**config.mk**
```make
export PLATFORM = sky130hd
export DESIGN_NAME = ip_acl_first_match
export DESIGN_NICKNAME = d
export VERILOG_FILES = /design/src/rtl/core/ipacl_pkg.sv /design/src/rtl/core/ipacl_cell.sv /design/src/rtl/core/ip_acl_first_match.sv
export VERILOG_INCLUDE_DIRS = /design/src /design/src/rtl/core
export SDC_FILE = /design/constraint.sdc
export NUM_CORES = 2
export LEC_CHECK = 0
export BUFFER_PORTS_ARGS = -buffer_cell sky130_fd_sc_hd__buf_4
export CAP_MARGIN = 15
export CORE_UTILIZATION = 27
export DETAILED_ROUTE_END_ITERATION = 8
export PLACE_DENSITY = 0.49
export SETUP_SLACK_MARGIN = 0.05
export SLEW_MARGIN = 20
export SYNTH_ARGS = -nofsm -noshare
export SYNTH_HDL_FRONTEND = slang
export SYNTH_SLANG_ARGS = --single-unit
```
**constraint.sdc**
```tcl
create_clock -name clk -period 141.1 [get_ports clk]
set_input_delay 28.22 -clock clk [delete_from_list [all_inputs] [get_ports clk]]
set_output_delay 28.22 -clock clk [all_outputs]
set_load 0.1 [all_outputs]
```
**src/rtl/core/ip_acl_first_match_macros.svh**
```systemverilog
// Assertion helpers for the access filter; all sample on clk, idle in reset.
`ifndef IP_ACL_FIRST_MATCH_MACROS_SVH
`define IP_ACL_FIRST_MATCH_MACROS_SVH

// Same-cycle implication.
`define IPACL_ASSERT_NOW(lbl, ante, cons) \
  lbl: assert property (@(posedge clk) disable iff (!rst_n) (ante) |-> (cons)) \
    else $error("ipacl: check failed");

// Next-cycle implication.
`define IPACL_ASSERT_NEXT(lbl, ante, cons) \
  lbl: assert property (@(posedge clk) disable iff (!rst_n) (ante) |=> (cons)) \
    else $error("ipacl: check failed");

`endif

```
**src/rtl/core/ipacl_pkg.sv**
```systemverilog
package ipacl_pkg;

  localparam int RULE_ENTRIES = 16;
  localparam int IDX_W = (RULE_ENTRIES > 1) ? $clog2(RULE_ENTRIES) : 1;

  localparam int ADDR_W    = 32;
  localparam int RIDX_W    = 4;
  localparam int COUNT_W   = 5;
  localparam int CFG_IDX_W = 2;
  localparam int CFG_W     = COUNT_W;

  // widths for index compares against the fixed-width fields
  localparam int SEL_W = (IDX_W > RIDX_W) ? IDX_W : RIDX_W;
  localparam int LIM_W = (IDX_W > COUNT_W) ? IDX_W : COUNT_W;

  localparam logic CMD_LOOKUP = 1'b0;
  localparam logic CMD_WRITE  = 1'b1;

  localparam logic [CFG_IDX_W-1:0] CFG_FILTER_ENABLED = 2'd0;
  localparam logic [CFG_IDX_W-1:0] CFG_DEFAULT_ALLOW  = 2'd1;
  localparam logic [CFG_IDX_W-1:0] CFG_RULE_COUNT     = 2'd2;

  typedef struct packed {
    logic              cmd;
    logic [ADDR_W-1:0] address;
    logic              address_valid;
    logic [RIDX_W-1:0] rule_index;
    logic [ADDR_W-1:0] rule_mask;
    logic              rule_allow;
  } acl_in_t;

  typedef struct packed {
    logic              allowed;
    logic              rule_hit;
    logic [RIDX_W-1:0] hit_index;
  } acl_out_t;

  // one beat as it moves down the cell chain
  typedef struct packed {
    acl_in_t          req;
    logic             hit;
    logic [IDX_W-1:0] hit_at;
    logic             verdict;
  } cell_item_t;

  typedef struct packed {
    logic               advance;
    logic [COUNT_W-1:0] rule_count;
  } cell_ctrl_t;

endpackage

```
**src/rtl/core/ipacl_cell.sv**
```systemverilog
module ipacl_cell import ipacl_pkg::*; (
  input  logic             clk,
  input  logic             rst_n,
  input  cell_ctrl_t       ctrl,
  input  logic [IDX_W-1:0] cell_idx,
  input  logic             valid_in,
  input  cell_item_t       item_in,
  output logic             valid_out,
  output cell_item_t       item_out
);

  logic [ADDR_W-1:0] rule_addr_r;
  logic [ADDR_W-1:0] rule_mask_r;
  logic              rule_allow_r;
  logic              valid_r;
  cell_item_t        item_r;
  cell_item_t        item_nxt;
  logic              sel_write;
  logic              active;
  logic              match;

  assign sel_write = valid_in && (item_in.req.cmd == CMD_WRITE) &&
                     (SEL_W'(item_in.req.rule_index) == SEL_W'(cell_idx));
  assign active    = LIM_W'(cell_idx) < LIM_W'(ctrl.rule_count);
  assign match     = (item_in.req.address & rule_mask_r) == rule_addr_r;

  always_comb begin
    item_nxt = item_in;
    // first match wins: earlier cells already set hit
    if (item_in.req.cmd == CMD_LOOKUP && item_in.req.address_valid &&
        !item_in.hit && active && match) begin
      item_nxt.hit     = 1'b1;
      item_nxt.hit_at  = cell_idx;
      item_nxt.verdict = rule_allow_r;
    end
  end

  always_ff @(posedge clk) begin
    if (!rst_n) begin
      valid_r <= 1'b0;
    end else if (ctrl.advance) begin
      valid_r <= valid_in;
    end
  end

  always_ff @(posedge clk) begin
    if (ctrl.advance) begin
      item_r <= item_nxt;
      if (sel_write) begin
        rule_addr_r  <= item_in.req.address;
        rule_mask_r  <= item_in.req.rule_mask;
        rule_allow_r <= item_in.req.rule_allow;
      end
    end
  end

  assign valid_out = valid_r;
  assign item_out  = item_r;

endmodule

```
**src/rtl/core/ip_acl_first_match.sv**
```systemverilog
// Throughput: one beat per cycle while the chain is not frozen (see below).
// Rule writes and lookups share the cell chain in order.
// Beats pass through the chain of rule cells, one stage per rule, plus the output register.
// The chain freezes only while a result sits in the output register and out_stall is high.
// Reset clears the configuration registers and all stage valids; rule cells keep old contents.
`include "ip_acl_first_match_macros.svh"
module ip_acl_first_match import ipacl_pkg::*; (
  input  logic                 clk,
  input  logic                 rst_n,
  input  logic                 in_valid,
  output logic                 in_stall,
  input  acl_in_t              in_data,
  output logic                 out_valid,
  input  logic                 out_stall,
  output acl_out_t             out_data,
  input  logic                 cfg_we,
  input  logic [CFG_IDX_W-1:0] cfg_index,
  input  logic [CFG_W-1:0]     cfg_data
);

  logic               filter_en_r;
  logic               default_allow_r;
  logic [COUNT_W-1:0] rule_count_r;
  logic               out_valid_r;
  acl_out_t           out_r;
  acl_out_t           out_nxt;
  cell_ctrl_t         ctrl;
  cell_item_t         head;
  logic               advance;

  logic       chain_valid [RULE_ENTRIES+1];
  cell_item_t chain_item  [RULE_ENTRIES+1];

  always_ff @(posedge clk) begin
    if (!rst_n) begin
      filter_en_r     <= 1'b0;
      default_allow_r <= 1'b0;
      rule_count_r    <= '0;
    end else if (cfg_we) begin
      unique case (cfg_index)
        CFG_FILTER_ENABLED: filter_en_r     <= cfg_data[0];
        CFG_DEFAULT_ALLOW:  default_allow_r <= cfg_data[0];
        CFG_RULE_COUNT:     rule_count_r    <= cfg_data;
        default: ;
      endcase
    end
  end

  assign advance  = !out_valid_r || !out_stall;
  assign in_stall = !advance;

  assign ctrl.advance    = advance;
  assign ctrl.rule_count = rule_count_r;

  always_comb begin
    head         = '0;
    head.req     = in_data;
    head.verdict = default_allow_r;
  end

  assign chain_valid[0] = in_valid;
  assign chain_item[0]  = head;

  for (genvar g = 0; g < RULE_ENTRIES; g++) begin : g_cell
    ipacl_cell u_cell (
      .clk       (clk),
      .rst_n     (rst_n),
      .ctrl      (ctrl),
      .cell_idx  (IDX_W'(g)),
      .valid_in  (chain_valid[g]),
      .item_in   (chain_item[g]),
      .valid_out (chain_valid[g+1]),
      .item_out  (chain_item[g+1])
    );
  end

  always_comb begin
    out_nxt = '0;
    if (filter_en_r) begin
      out_nxt.allowed = chain_item[RULE_ENTRIES].verdict;
      if (chain_item[RULE_ENTRIES].hit) begin
        out_nxt.rule_hit  = 1'b1;
        out_nxt.hit_index = RIDX_W'(chain_item[RULE_ENTRIES].hit_at);
      end
    end
  end

  always_ff @(posedge clk) begin
    if (!rst_n) begin
      out_valid_r <= 1'b0;
    end else if (advance) begin
      out_valid_r <= chain_valid[RULE_ENTRIES] &&
                     (chain_item[RULE_ENTRIES].req.cmd == CMD_LOOKUP);
    end
  end

  always_ff @(posedge clk) begin
    if (advance) begin
      out_r <= out_nxt;
    end
  end

  assign out_valid = out_valid_r;
  assign out_data  = out_r;

  `IPACL_ASSERT_NOW(a_hit_needs_enable, out_valid_r && out_r.rule_hit, filter_en_r)
  `IPACL_ASSERT_NOW(a_no_hit_zero_index, out_valid_r && !out_r.rule_hit, out_r.hit_index == '0)
  `IPACL_ASSERT_NOW(a_disabled_denies, out_valid_r && !filter_en_r, !out_r.allowed)
  `IPACL_ASSERT_NEXT(a_held_result_kept, out_valid_r && out_stall, out_valid_r && $stable(out_r))

endmodule

```
==> summary.txt <==
Place
  – Placer Congestion: 0.764
  – Port buffer count: 90
  – DP HPWL: 91900 um

Die
  – Die X: 531 um
  – Die area: 282000 um^2
  – Core area: 277000 um^2
  – Initial Util: 0.272
  – Die H: 531 um
  – Ports: 91
  – Rows: 193

Global route
  – First-pass GRT wire length: 197000 um
  – Largest net degree at the start of global routing: 163
  – Global-route usage over all layers: 0.0923
  – GRT overflow: 0
  – Vias in the first global route: 31124
  – Initial antenna violation count: 6

Power and ir drop
  – P per Cell Area: 15.0 nW/um^2
  – Max IR drop VDD: 0.0000105 V
  – Leakage: 0.0293 uW

Finish
  – Layout cell share with drive strength beyond 1: 0.109
  – # fillers: 26694
  – Layout Nets: 4103
  – Fin util: 0.317
  – Synthesis-to-finish area growth: 16.4%

CTS
  – Clk slew on worst S/H paths: 60 ps
  – CTS tree: yes
  – CTS Hold Bufs: 0
  – Post-CTS setup buffers: 0
  – CTS Root Cell: clkbuf_16
  – H-Tree Depth: 4
  – Post-CTS Resized: 0
  – CTS sink count: 2217
  – CTS Buffer Depth: 4
  – Skew-Pair Late Insertion Delay: 880 ps
  – Cts bufs inserted: 217

Critical path
  – Worst EP arrival: 30470 ps
  – Worst-path cell chain: buf_4 > nand2_4 > clkinv_1 > buf_4
  – Most frequent CP cell: buf_4
  – CP max FO: 65
  – Critical Path RT: 112880 ps
  – Setup crit end kind: output port
  – Worst setup SP type: input pin
  – R2R setup slack: 136480 ps
  – Crit Path Category: in -> out
  – Critical-path top delay cell: clkinv_1
  – Slowest stage delay, CP: 960 ps

Synthesis
  – Largest family of logic cells by synthesized area: XOR/XNOR gates
  – Warnings, synthesis: 0
  – Seq/Total Area, Yosys: 0.879
  – Async SR Flop Fraction: 0
  – EDFF count, synth: 2193
  – Syn_nets: 3770
  – Synth Area in Simple Gates: 0.0549
  – Mapped Area: 75500 um^2
  – Syn Area/Cell: 20.5 um^2
  – Netlist cell types: 45
  – Primary FF master, synth: edfxtp_1
  – Compound-Gate Fraction of Synth Area: 0.00361
  – Post-Synth Adder-Cell Area: 0
  – Synthesized flop and latch total: 2217
  – Post-synthesis xor/xnor area fraction: 0.0586
  – Mux cell area share after synthesis: 0.00346
  – Cells after Synth: 3687

Routing
  – First DRT Iteration DRCs: 1860
  – Detailed-route via count: 30073
  – Vias/cell: 3.81
  – Antenna violation net count after detailed routing: 0
  – Final WL: 130000 um
  – DR WL/cell: 16.5 um
  – DRC: 0
  – 1st-pass router iterations: 5

Min path
  – Hold Crit Class: reg -> reg

STA
  – RSZ-0062 raised after global routing: no
  – Worst slew margin: 0.286
  – Final min period: 58690 ps
  – Final Hold Vio Count: 0
  – Fmax: 17.0 MHz
  – Setup TNS: 0 ps
  – Slew @ Worst Pin: 1070 ps
  – Finish-stage setup viols: 0
  – Max-slew violation count: 0
  – Hold WS: 405 ps
  – Worst clock skew: 78.2 ps
  – Period utilization: 0.416

Flow run
  – Max-Cap Viols: 0

Status
  – Run status: finished clean
==> layer usage <==
metal  global-route usage  up-vias  share of wire
met5                    0        -       0.000092
met3               0.0180      264          0.035
met4               0.0343        2          0.036
li1                     -    14663              -
met2                0.157      423           0.49
met1                0.116    14721           0.44
==> where the power goes <==
part | internal [uW] | switching (uW)
Combinational | 4.97 | 6.54
Clock | 317 | 235
Sequential | 741 | 12.9
==> cells in the final DEF, fill, tap and decap left out, types with 7 or more instances in the layout <==
cell type | synthesis | routed
clkbuf_16 | 0 | 218
and2_1 | 16 | 16
nand4_1 | 86 | 86
nor2b_1 | 9 | 9
clkinv_1 | 1 | 51
nor3_2 | 0 | 7
nand2_1 | 567 | 566
a21boi_0 | 17 | 17
mux2_2 | 13 | 13
nor2_4 | 0 | 7
buf_4 | 2 | 120
edfxtp_1 | 2193 | 2193
bufinv_16 | 0 | 18
nor2_1 | 24 | 17
nand2b_1 | 40 | 40
nor4_1 | 59 | 55
nand3_1 | 33 | 33
xnor2_1 | 168 | 168
nor3_1 | 22 | 15
dfxtp_1 | 24 | 24
nor3b_1 | 9 | 9
clkbuf_1 | 4 | 47
clkinv_2 | 0 | 35
xor2_1 | 337 | 337
mux2i_1 | 7 | 7
==> through the flow <==
step	setup slack (ps)	instances	power [uW]	area [um^2]
2_1_floorplan	73500	3687	766	75500
3_3_place_gp	82380	7506	780	81100
3_5_place_dp	82370	7506	781	81100
4_1_cts	82370	7890	1340	87900
5_1_grt	82210	7891	1360	87900
6_report	82410	7892	1320	87900
==> flip-flops by register name, summed over array words and instances (netlist names) <==
name and cells:
default_allow_r 1, filter_en_r 1, g_cell.u_cell.item_out 1147, g_cell.u_cell.rule_addr_r 512
g_cell.u_cell.rule_allow_r 16, g_cell.u_cell.rule_mask_r 512, g_cell.u_cell.valid_out 16, out_data 6
out_valid 1, rule_count_r 5
==> final timing paths <==
check,end,cells after the start,startpoint
worst max register to register,g_cell[1].u_cell.item_out[30],5,out_valid
worst max-delay path,in_stall,4,out_stall
worst min-delay path,g_cell[15].u_cell.rule_mask_r[12],0,g_cell[14].u_cell.item_out[19]
worst min register to register,g_cell[15].u_cell.rule_mask_r[12],0,g_cell[14].u_cell.item_out[19]
==> critical path, delay by kind of cell <==
family / cells / cell delay (ps)
buf+inv: 3 / 1610
simple gates: 1 / 580
==> cell families after synthesis <==
group	Yosys count
AOI/OAI and AO/OA	37
xor gates and xnor gates	505
buffers and inverters	9
DFF	2217
muxes	23
and+or+nand+nor	896
==> Yosys cell counts, types with 4 or more instances <==
| master | count | area (um^2) |
|---|---|---|
| nand4_1 | 86 | 538 |
| a21oi_1 | 6 | 30.0 |
| nand3b_1 | 4 | 30.0 |
| clkbuf_1 | 4 | 15.0 |
| nor4b_1 | 5 | 43.8 |
| a21boi_0 | 17 | 128 |
| or4_4 | 5 | 56.3 |
| mux2i_1 | 7 | 70.1 |
| nor2b_1 | 9 | 56.3 |
| dfxtp_1 | 24 | 480 |
| nor3b_1 | 9 | 67.6 |
| nor2_1 | 24 | 90.1 |
| nand2b_1 | 40 | 250 |
| edfxtp_1 | 2193 | 65900 |
| nand3_1 | 33 | 165 |
| mux2_2 | 13 | 146 |
| xor2_1 | 337 | 2950 |
| nand2_1 | 567 | 2130 |
| nor3_1 | 22 | 110 |
| or2b_1 | 4 | 30.0 |
| and3_1 | 4 | 25.0 |
| xnor2_1 | 168 | 1470 |
| nor4_1 | 59 | 369 |
| and2_1 | 16 | 100 |
==> layout make-up <==
| class | instances | area (um^2) | share of cell area |
|---|---|---|---|
| tap | 3705 | 4640 | 0.0528 |
| clock inverter | 116 | 1050 | 0.0119 |
| inverter | 1 | 3.75 | 0.0000427 |
| clock buffer | 268 | 5670 | 0.0646 |
| sequential | 2217 | 66300 | 0.755 |
| multi-input combinational | 1461 | 9220 | 0.105 |
| antenna | 2 | 5.00 | 0.0000570 |
| timing repair buffer | 122 | 941 | 0.0107 |
Power figures use the tool's default switching activity.
